**config.mk**
```make
export PLATFORM = sky130hd
export DESIGN_NAME = power_level_residency_counters_unit
export DESIGN_NICKNAME = d
export VERILOG_FILES = /design/src/rtl/plrc_pkg.sv /design/src/rtl/plrc_ram.sv /design/src/rtl/power_level_residency_counters_unit.sv
export SDC_FILE = /design/constraint.sdc
export NUM_CORES = 2
export LEC_CHECK = 0
export ABC_AREA = 1
export BUFFER_PORTS_ARGS = -buffer_cell sky130_fd_sc_hd__buf_2
export CORE_MARGIN = 2
export CORE_UTILIZATION = 45
export CTS_BUF_LIST = sky130_fd_sc_hd__clkbuf_8
export CTS_CLUSTER_SIZE = 28
export DETAILED_ROUTE_END_ITERATION = 8
export GPL_ROUTABILITY_DRIVEN = 0
export SKIP_LAST_GASP = 1
export SLEW_MARGIN = 40
export SYNTH_ARGS = -nofsm -noshare
export SYNTH_HDL_FRONTEND = slang
export SYNTH_SLANG_ARGS = --single-unit
```
**constraint.sdc**
```tcl
create_clock -name i_clk -period 17.29 [get_ports i_clk]
set_input_delay 1.729 -clock i_clk [delete_from_list [all_inputs] [get_ports i_clk]]
set_output_delay 1.729 -clock i_clk [all_outputs]
set_load 0.05 [all_outputs]
```
**src/rtl/plrc_pkg.sv**
```systemverilog
package plrc_pkg;

    localparam int LEVEL_W        = 3;
    localparam int OPCODE_W       = 3;
    localparam int CNT_W          = 32;
    localparam int TIME_W         = 64;
    localparam int NUM_LEVELS_DEF = 8;

    typedef enum logic [OPCODE_W-1:0] {
        OP_START   = 3'd0,
        OP_UPDATE  = 3'd1,
        OP_RD_LVL  = 3'd2,
        OP_RD_ON   = 3'd3,
        OP_RD_OFF  = 3'd4
    } t_opcode;

    typedef enum logic {
        ST_IDLE,
        ST_EXEC
    } t_state;

    typedef struct packed {
        logic [OPCODE_W-1:0] opcode;
        logic [LEVEL_W-1:0]  level;
        logic                pwr_on;
        logic [TIME_W-1:0]   time_ns;
    } t_in_item;

    typedef struct packed {
        logic [CNT_W-1:0]  entry_cnt;
        logic [TIME_W-1:0] resid_ns;
        logic [TIME_W-1:0] stamp_ns;
    } t_out_item;

endpackage

```
**src/rtl/plrc_ram.sv**
```systemverilog
module plrc_ram #(
    parameter  int WIDTH  = 64,
    parameter  int DEPTH  = 8,
    localparam int AddrW  = $clog2(DEPTH)
) (
    input  logic             i_clk,
    input  logic             i_we,
    input  logic [AddrW-1:0] i_waddr,
    input  logic [WIDTH-1:0] i_wdata,
    input  logic             i_re,
    input  logic [AddrW-1:0] i_raddr,
    output logic [WIDTH-1:0] o_rdata
);

    logic [WIDTH-1:0] r_mem [DEPTH];
    logic [WIDTH-1:0] r_rdata;

    always_ff @(posedge i_clk) begin
        if (i_we) begin
            r_mem[i_waddr] <= i_wdata;
        end
        if (i_re) begin
            r_rdata <= r_mem[i_raddr];
        end
    end

    assign o_rdata = r_rdata;

endmodule

```
**src/rtl/power_level_residency_counters_unit.sv**
```systemverilog
// Residency counters for performance levels and for power on/off.
//
// Input channel: i_valid / o_stall with payload i_data (opcode, level, power flag,
// timestamp). Output channel: o_valid / i_stall with payload o_data. A transfer
// happens at a rising edge where valid is high and stall is low.
// Every accepted event produces exactly one result; start and update events
// return zeros, read events return the selected count, total and last-entry stamp.
//
// Per-level statistics sit in two synchronous RAMs: one holds entry count and
// entry stamp, the other the accumulated time. An event reads both in its accept
// cycle and writes them back in the execute state, so the block takes no new
// event until it is done with the last one. The result is loaded into the output
// register when the execute state ends; if that register still
// holds an untaken result, the block waits there and keeps o_stall high.
//
// Reset clears all control state, the power-state totals and the per-entry valid
// bits; an entry that has never been written reads as zero, so no clearing pass
// is needed and the block accepts events straight after reset.
module power_level_residency_counters_unit
    import plrc_pkg::*;
#(
    parameter int NUM_LEVELS = NUM_LEVELS_DEF
) (
    input  logic      i_clk,
    input  logic      i_rst_n,
    input  logic      i_valid,
    output logic      o_stall,
    input  t_in_item  i_data,
    output logic      o_valid,
    input  logic      i_stall,
    output t_out_item o_data
);

    localparam int IdxW  = $clog2(NUM_LEVELS);
    localparam int ExtW  = ((IdxW > LEVEL_W) ? IdxW : LEVEL_W) + 1;
    localparam int EntW  = CNT_W + TIME_W;

    t_state r_state, n_state;

    t_in_item          r_item;
    logic [IdxW-1:0]   r_e_addr, r_s_addr;
    logic [NUM_LEVELS-1:0] r_e_vld, r_s_vld;

    logic [LEVEL_W-1:0] r_cur_level, n_cur_level;
    logic [LEVEL_W-1:0] r_seen_level, n_seen_level;
    logic               r_pwr, n_pwr;
    logic [TIME_W-1:0]  r_last_time, n_last_time;
    logic [CNT_W-1:0]   r_on_cnt, n_on_cnt, r_off_cnt, n_off_cnt;
    logic [TIME_W-1:0]  r_on_sum, n_on_sum, r_off_sum, n_off_sum;
    logic [TIME_W-1:0]  r_on_stamp, n_on_stamp, r_off_stamp, n_off_stamp;

    logic      r_out_valid;
    t_out_item r_out_data, out_data;

    logic accept, exec_done;

    logic [ExtW-1:0]   in_lvl_ext, in_cur_ext, x_lvl_ext, x_cur_ext;
    logic              lvl_ok, cur_ok;
    logic [IdxW-1:0]   e_raddr, s_raddr;

    logic [EntW-1:0]   e_rdata, e_wdata;
    logic [TIME_W-1:0] s_rdata, s_wdata;
    logic              e_we, s_we;
    logic [CNT_W-1:0]  e_cnt;
    logic [TIME_W-1:0] e_stamp, s_sum, delta;

    assign accept = i_valid && !o_stall;

    // Read addresses: the entry table follows the event's level, the time table
    // follows the current level unless the event reads a level.
    assign in_lvl_ext = ExtW'(i_data.level);
    assign in_cur_ext = ExtW'(r_cur_level);
    assign e_raddr    = in_lvl_ext[IdxW-1:0];
    assign s_raddr    = (i_data.opcode == OP_RD_LVL) ? in_lvl_ext[IdxW-1:0]
                                                     : in_cur_ext[IdxW-1:0];

    plrc_ram #(.WIDTH(EntW), .DEPTH(NUM_LEVELS)) u_ent_ram (
        .i_clk   (i_clk),
        .i_we    (e_we),
        .i_waddr (r_e_addr),
        .i_wdata (e_wdata),
        .i_re    (accept),
        .i_raddr (e_raddr),
        .o_rdata (e_rdata)
    );

    plrc_ram #(.WIDTH(TIME_W), .DEPTH(NUM_LEVELS)) u_sum_ram (
        .i_clk   (i_clk),
        .i_we    (s_we),
        .i_waddr (r_s_addr),
        .i_wdata (s_wdata),
        .i_re    (accept),
        .i_raddr (s_raddr),
        .o_rdata (s_rdata)
    );

    // Next state.
    always_comb begin
        n_state = r_state;
        case (r_state)
            ST_IDLE: begin
                if (accept) begin
                    n_state = ST_EXEC;
                end
            end
            ST_EXEC: begin
                if (exec_done) begin
                    n_state = ST_IDLE;
                end
            end
            default: n_state = ST_IDLE;
        endcase
    end

    // State outputs.
    always_comb begin
        o_stall   = 1'b1;
        exec_done = 1'b0;
        case (r_state)
            ST_IDLE: o_stall = 1'b0;
            ST_EXEC: exec_done = !r_out_valid || !i_stall;
            default: o_stall = 1'b1;
        endcase
    end

    assign x_lvl_ext = ExtW'(r_item.level);
    assign x_cur_ext = ExtW'(r_cur_level);
    assign lvl_ok    = x_lvl_ext < ExtW'(NUM_LEVELS);
    assign cur_ok    = x_cur_ext < ExtW'(NUM_LEVELS);

    // Entries never written read as zero.
    assign e_cnt   = r_e_vld[r_e_addr] ? e_rdata[EntW-1:TIME_W] : '0;
    assign e_stamp = r_e_vld[r_e_addr] ? e_rdata[TIME_W-1:0]    : '0;
    assign s_sum   = r_s_vld[r_s_addr] ? s_rdata                : '0;
    assign delta   = r_item.time_ns - r_last_time;

    assign e_wdata = {e_cnt + CNT_W'(1), r_item.time_ns};
    assign s_wdata = s_sum + delta;

    always_comb begin
        e_we         = 1'b0;
        s_we         = 1'b0;
        n_cur_level  = r_cur_level;
        n_seen_level = r_seen_level;
        n_pwr        = r_pwr;
        n_last_time  = r_last_time;
        n_on_cnt     = r_on_cnt;
        n_on_sum     = r_on_sum;
        n_on_stamp   = r_on_stamp;
        n_off_cnt    = r_off_cnt;
        n_off_sum    = r_off_sum;
        n_off_stamp  = r_off_stamp;
        out_data     = '0;
        case (r_item.opcode)
            OP_START: begin
                n_last_time = r_item.time_ns;
                n_pwr       = r_item.pwr_on;
                n_cur_level = r_item.level;
                e_we        = lvl_ok;
            end
            OP_UPDATE: begin
                if (r_pwr) begin
                    if (r_item.pwr_on) begin
                        e_we = lvl_ok && (r_item.level != r_cur_level);
                    end else begin
                        n_off_cnt   = r_off_cnt + CNT_W'(1);
                        n_off_stamp = r_item.time_ns;
                    end
                    s_we     = cur_ok;
                    n_on_sum = r_on_sum + delta;
                end else begin
                    if (r_item.pwr_on) begin
                        n_on_cnt   = r_on_cnt + CNT_W'(1);
                        n_on_stamp = r_item.time_ns;
                        e_we       = lvl_ok && (r_item.level != r_seen_level);
                    end
                    n_off_sum = r_off_sum + delta;
                end
                n_pwr        = r_item.pwr_on;
                n_last_time  = r_item.time_ns;
                n_seen_level = r_item.level;
                n_cur_level  = r_item.level;
            end
            OP_RD_LVL: begin
                if (lvl_ok) begin
                    out_data.entry_cnt = e_cnt;
                    out_data.resid_ns  = s_sum;
                    out_data.stamp_ns  = e_stamp;
                end
            end
            OP_RD_ON: begin
                out_data.entry_cnt = r_on_cnt;
                out_data.resid_ns  = r_on_sum;
                out_data.stamp_ns  = r_on_stamp;
            end
            OP_RD_OFF: begin
                out_data.entry_cnt = r_off_cnt;
                out_data.resid_ns  = r_off_sum;
                out_data.stamp_ns  = r_off_stamp;
            end
            default: out_data = '0;
        endcase
        if (!exec_done) begin
            e_we = 1'b0;
            s_we = 1'b0;
        end
    end

    always_ff @(posedge i_clk) begin
        if (!i_rst_n) begin
            r_state      <= ST_IDLE;
            r_e_vld      <= '0;
            r_s_vld      <= '0;
            r_out_valid  <= 1'b0;
            r_cur_level  <= '0;
            r_seen_level <= '0;
            r_pwr        <= 1'b0;
            r_last_time  <= '0;
            r_on_cnt     <= '0;
            r_on_sum     <= '0;
            r_on_stamp   <= '0;
            r_off_cnt    <= '0;
            r_off_sum    <= '0;
            r_off_stamp  <= '0;
        end else begin
            r_state <= n_state;
            if (e_we) begin
                r_e_vld[r_e_addr] <= 1'b1;
            end
            if (s_we) begin
                r_s_vld[r_s_addr] <= 1'b1;
            end
            if (exec_done) begin
                r_out_valid  <= 1'b1;
                r_cur_level  <= n_cur_level;
                r_seen_level <= n_seen_level;
                r_pwr        <= n_pwr;
                r_last_time  <= n_last_time;
                r_on_cnt     <= n_on_cnt;
                r_on_sum     <= n_on_sum;
                r_on_stamp   <= n_on_stamp;
                r_off_cnt    <= n_off_cnt;
                r_off_sum    <= n_off_sum;
                r_off_stamp  <= n_off_stamp;
            end else if (r_out_valid && !i_stall) begin
                r_out_valid <= 1'b0;
            end
        end
    end

    always_ff @(posedge i_clk) begin
        if (accept) begin
            r_item   <= i_data;
            r_e_addr <= e_raddr;
            r_s_addr <= s_raddr;
        end
        if (exec_done) begin
            r_out_data <= out_data;
        end
    end

    assign o_valid = r_out_valid;
    assign o_data  = r_out_data;

endmodule

```
### Yosys cells after proc, flatten, opt, wreduce, memory -nomap -nowiden

Memories as Yosys holds them, arrays and structs flattened. A register that Yosys moved wholly into a read port is not among the register bits.
Index checks and enable logic that the tools add are counted.

* add/subtract/negate cells: 7
* order comparisons: 6
* eq/ne operators: 7
* mux-type cells: 33
* bitwise gates (word level): 5
* reduce and logical (&&, ||, !) cells: 18

Operator list (number)
* $pmux 160 s3: 1
* $add 64x64->64: 3
* $mux 160: 1
* $mux 64: 2
* $add 32x1->32 const B: 3
* $sub 64x64->64: 1
* $mux 32: 1
* $mux 1: 21
* $lt 3x4->1 const B: 4
* $or 8x8->8: 2
* $eq 3x2->1 const B: 3
* $reduce_and 4->1: 2
* $bmux 1 s3: 2
* $demux 1 s3: 2
* $ge 3x1->1 const B: 2
* $logic_and 1x1->1: 6
* $ne 3x3->1: 2
* $reduce_and 3->1: 2
* $pmux 1 s2: 2
* $reduce_and 2->1: 2
* $eq 3x1->1 const B: 1
* $eq 3x3->1 const B: 1
* $logic_not 3->1: 1
* $mux 3: 1
* other kinds (5): 8

* bits in registers: 643
* bits in writable memories: 1280
* memories kept: 2

Memory list
* u_ent_ram.r_mem: depth 8, width 96, read ports 1, clocked after memory_dff 1, wr ports 1, RTL line plrc_ram.sv:15 `logic [WIDTH-1:0] r_mem [DEPTH];`
* u_sum_ram.r_mem: depth 8, width 64, read ports 1, clocked after memory_dff 1, wr ports 1, RTL line plrc_ram.sv:15

### Depth between registers and ports, before layout

* word-level depth: 8
* depth in mapped cells: 31
* depth with buffers taken out: 31

### By module

Synthesis repeated with hierarchy kept, for this count alone.

* cell total of the unflattened synthesis: 12161
* area total of the unflattened synthesis: 106188.1 sq um

By module, submodules not included
* power_level_residency_counters_unit: instances 1, cells each 6435, area an instance 45388.5 sq um
* plrc_ram at u_ent_ram: instances 1, cells each 3432, area an instance 36501.3 sq um
* plrc_ram at u_sum_ram: instances 1, cells each 2294, area an instance 24298.3 sq um

### Worst setup path before layout

OpenSTA, ideal clock, no wires.

* path kind: input to register
* from: input port i_stall
* to: memory u_ent_ram.r_mem[0][0] (netlist name) (enable)
* setup time: 790 ps
* data arrival time: 11706 ps
* required time: 16500 ps
* slack: 4794 ps
* stages on the path: 7
* cell sequence: nand2_1 nand2_1 nor3_4 inv_1 o21ai_0 inv_1 nor4_1

* cells in the longest elaborated chain, start to end: 6

RTL lines
* from (decl): RTL line power_level_residency_counters_unit.sv:30 `input logic i_stall,`
* $logic_not 1->1: RTL line power_level_residency_counters_unit.sv:121 `ST_EXEC: exec_done = !r_out_valid || !i_stall;`
* $logic_or 1x1->1: RTL line power_level_residency_counters_unit.sv:121
* $mux 1: RTL line power_level_residency_counters_unit.sv:119 `case (r_state)`
* $mux 1: RTL line power_level_residency_counters_unit.sv:203 `if (!exec_done) begin`
* $mux 1: RTL line plrc_ram.sv:19 `if (i_we) begin`
* $mux 1 (implied by the code): RTL line plrc_ram.sv:20 `r_mem[i_waddr] <= i_wdata;`
* to (decl): RTL line plrc_ram.sv:15

No other way between the ends.

### Worst setup path in the final report

* from: register r_item, in the netlist e_wdata[0]
* to: memory u_sum_ram.r_mem[0][57] (data pin)

* cells in the longest elaborated chain, start to end: 2

RTL lines
* from (decl): RTL line power_level_residency_counters_unit.sv:40 `t_in_item r_item;`
* from (signal assigned): RTL line power_level_residency_counters_unit.sv:253 `r_item <= i_data;`
* $sub 64x64->64: RTL line power_level_residency_counters_unit.sv:135 `assign delta = r_item.time_ns - r_last_time;`
* $add 64x64->64: RTL line power_level_residency_counters_unit.sv:138 `assign s_wdata = s_sum + delta;`
* via s_wdata[57]: RTL line power_level_residency_counters_unit.sv:62 `logic [TIME_W-1:0] s_rdata, s_wdata;`
* to (decl): RTL line plrc_ram.sv:15

The timed path passes the listed nets, and every way through them passes these cells.

==> impl_results.md <==
- Initial DRC count: 8678
- Final slew viol count: 0
- WS Path Type: reg -> reg
- Wire per inst: 23.6 µm
- Synth warnings: 0
- Full die area: 0.223 mm²
- Post-Syn Instances: slightly above 10000
- Status: complete, no violations
- Final WL: roughly 320000 µm
- Worst-Margin Slew: just over 1000 ps
- Final HPWL DP: about 210000 µm
- CTS Buffer Depth: 4
- Nets: between 10000 and 15000
- DR DRC count: 0
- Worst-path fanout max: 11
- Post-CTS setup buffer count: 0
- Pin count of the biggest net entering global routing: between 150 and 200
- Peak supply drop: slightly below 0.09 mV
- Vias/cell: 5.74
- Reg clk slew, reported paths: around 60 ps
- Port Buffers: roughly 240
- DRT Pass-1 Iters: 7
- Crit path required time: roughly 18000 ps
- Seq/Total Area, Yosys: 0.594
- Pleak: approximately 43 nW
- Multi-input logic area: 0.0346 mm²
- Core Footprint: 0.217 mm²
- Netlist Area Pre-Place: a little under 0.1 mm²
- Post-CTS Hold Buffers: 0
- Finish-stage setup viols: 0
- GRT Util Overall: 0.280
- Synth Flop Type: edfxtp_1
- FILL cells: 19800
- Worst Setup Start Kind: flip-flop
- Cts repair resizes: 0
- Max-cap viol count: 0
- H-tree levels: 5
- Cell row count: between 150 and 200
- Die H: approximately 470 µm
- Final Cycle Share: 0.378
- Post-route design area: 0.110 mm²
- Initial Util: 0.453
- Cts bufs inserted: 368
- Post-route minimum period: about 6500 ps
- Cell area power density: 105 mW/mm²
- Global route overflow: 0
- Post-synth EDFFs: about 1700
- Vias in the first global route: around 74000
- Detail Route Antenna Nets: 0
- Layout cell share with drive strength beyond 1: 0.0956
- CTS tree: built
- Initial antenna violation count: 18
- Register area: roughly 0.06 mm²
- Synthesized Nets: 10500
- Max Clock Freq: approximately 150 MHz
- Crit end category: flip-flop
- Final Hold Viols: 0
- Synth-to-layout area growth: 12.1%
- Via Count: around 78000
- Top Ports: around 240
- TNS Setup: 0 ps
- Clk Latency, worst-skew pair: between 1000 and 1500 ps
- CP arrival: slightly above 7000 ps
- Average size of a mapped cell: 9.67 µm²
- Fraction of registers with async set/reset: 0
- Hold WC Path Type: reg -> reg
- Slew headroom: 0.311
- Placed cell area: around 0.10 mm²
- Synth Register Bits: between 2000 and 2500
- Setup Skew: about 150 ps
- Yosys cell types: 60
- Die Width: 472 µm
- RSZ-0062 raised after global routing: false
- Root buffer cell: clkbuf_8
- First-pass GRT wire length: about 470000 µm
- Sink Count: between 2000 and 2500
- Core Util, Final: 0.508
through the flow:
step	hold slack [ps]	std cells	power, mW	setup WS (ps)
after floorplan	429	10200	6.69	4790
after global placement	438	12900	7.23	10840
after detailed placement	445	12900	7.26	10800
after CTS	455	13600	11.6	10890
after global routing	469	13600	12.0	10530
final	452	13600	11.6	10760
worst paths after layout:
kind,from,end,slack [ps],depth (start not counted)
worst max-delay path,e_wdata[0],u_sum_ram.r_mem[0][57],10760,25
worst min-delay path,r_on_stamp[28],r_on_stamp[28],450,2
worst min register to register,r_on_stamp[28],r_on_stamp[28],450,2
worst max register to register,e_wdata[0],u_sum_ram.r_mem[0][57],10760,25
synthesized netlist by cell type, types with 34 or more instances:
| cell | count | share of area |
|---|---|---|
| a21oi_1 | 710 | 0.036 |
| a31oi_1 | 202 | 0.013 |
| clkbuf_1 | 399 | 0.015 |
| dfxtp_1 | 409 | 0.083 |
| edfxtp_1 | 1674 | 0.51 |
| ha_1 | 270 | 0.034 |
| inv_1 | 1121 | 0.043 |
| nand2_1 | 1190 | 0.045 |
| nand2_2 | 36 | 0.0023 |
| nand3_1 | 363 | 0.018 |
| nand4_1 | 92 | 0.0058 |
| nor2_1 | 1614 | 0.062 |
| nor3_1 | 92 | 0.0047 |
| nor4_1 | 34 | 0.0022 |
| o21ai_0 | 1113 | 0.057 |
| o21bai_1 | 38 | 0.0029 |
| o221ai_1 | 144 | 0.013 |
| o22ai_1 | 182 | 0.012 |
| xnor2_1 | 88 | 0.0078 |
| xor2_1 | 136 | 0.012 |
power breakdown:
group | switching (mW) | total, mW | internal, mW
sequential | 0.0711 | 5.65 | 5.58
combinational | 1.18 | 1.57 | 0.388
clock | 2.04 | 4.37 | 2.34
cell type report:
class / instances / share of cell area
clock buffer: 415 / 0.0517
timing repair buffer: 348 / 0.0221
clock inverter: 240 / 0.0116
multi-input combinational: 6525 / 0.313
inverter: 1137 / 0.0391
tap: 2854 / 0.0323
sequential: 2083 / 0.530
antenna: 9 / 0.000204
layer usage:
metal	global-route usage	vias up	wire (µm)
met5	0	-	69
met4	0.147	10	18800
met3	0.0459	795	27400
met2	0.440	3696	144000
met1	0.373	37600	131000
li1	-	36000	-
critical path, cell delays in order, from the launching register on:
cell,delay (ps)
edfxtp_1,570
inv_1,130
ha_1,260
fa_1,460
inv_1,130
nand3_1,90
nand2_1,200
nand2_1,90
nand3_2,130
nand2_1,60
nand2_1,120
xor2_1,440
buf_4,260
ha_1,220
nand2_1,140
nor2_1,190
nand2_1,80
o21ai_0,670
a21o_1,240
a31oi_1,190
o21ai_0,620
nand2_1,100
nand2_1,200
nand2_1,110
nand4_1,90
nand2_1,310
registers in the layout (all words and copies together) (netlist names), 8 cells and up:
| register | flops |
|---|---|
| u_sum_ram.o_rdata | 64 |
| r_off_cnt | 32 |
| r_on_sum | 64 |
| r_last_time | 64 |
| u_ent_ram.r_mem | 768 |
| r_on_cnt | 32 |
| o_data | 160 |
| u_sum_ram.r_mem | 512 |
| u_ent_ram.o_rdata | 96 |
| r_s_vld | 8 |
| r_off_stamp | 64 |
| r_on_stamp | 64 |
| r_e_vld | 8 |
| r_off_sum | 64 |
| e_wdata | 64 |
layout by cell type (no fill, tap or decap), drive strengths merged, types with 88 or more instances in the layout:
| cell | count |
|---|---|
| nor2 | 1650 |
| nand2 | 1228 |
| o22ai | 182 |
| dfxtp | 409 |
| clkbuf | 415 |
| o221ai | 144 |
| edfxtp | 1674 |
| o21ai | 1128 |
| nand4 | 93 |
| xor2 | 136 |
| a21oi | 714 |
| inv | 1272 |
| xnor2 | 88 |
| nand3 | 379 |
| ha | 270 |
| nor3 | 102 |
| a31oi | 202 |
| buf | 348 |
logic make-up (layout without fill, tap and decap cells):
logic type	count (synthesis)	after routing	share of synthesized area
AND/OR/NAND/NOR	3511	3511	0.149
flip-flops	2083	2083	0.594
adder cells (fa/ha/maj)	274	274	0.0351
other	0	9	0
buffers and inverters	1576	2140	0.0603
XOR/XNOR	224	224	0.0199
AO/OA/AOI/OAI	2516	2516	0.142
Power figures use the tool's default switching activity.
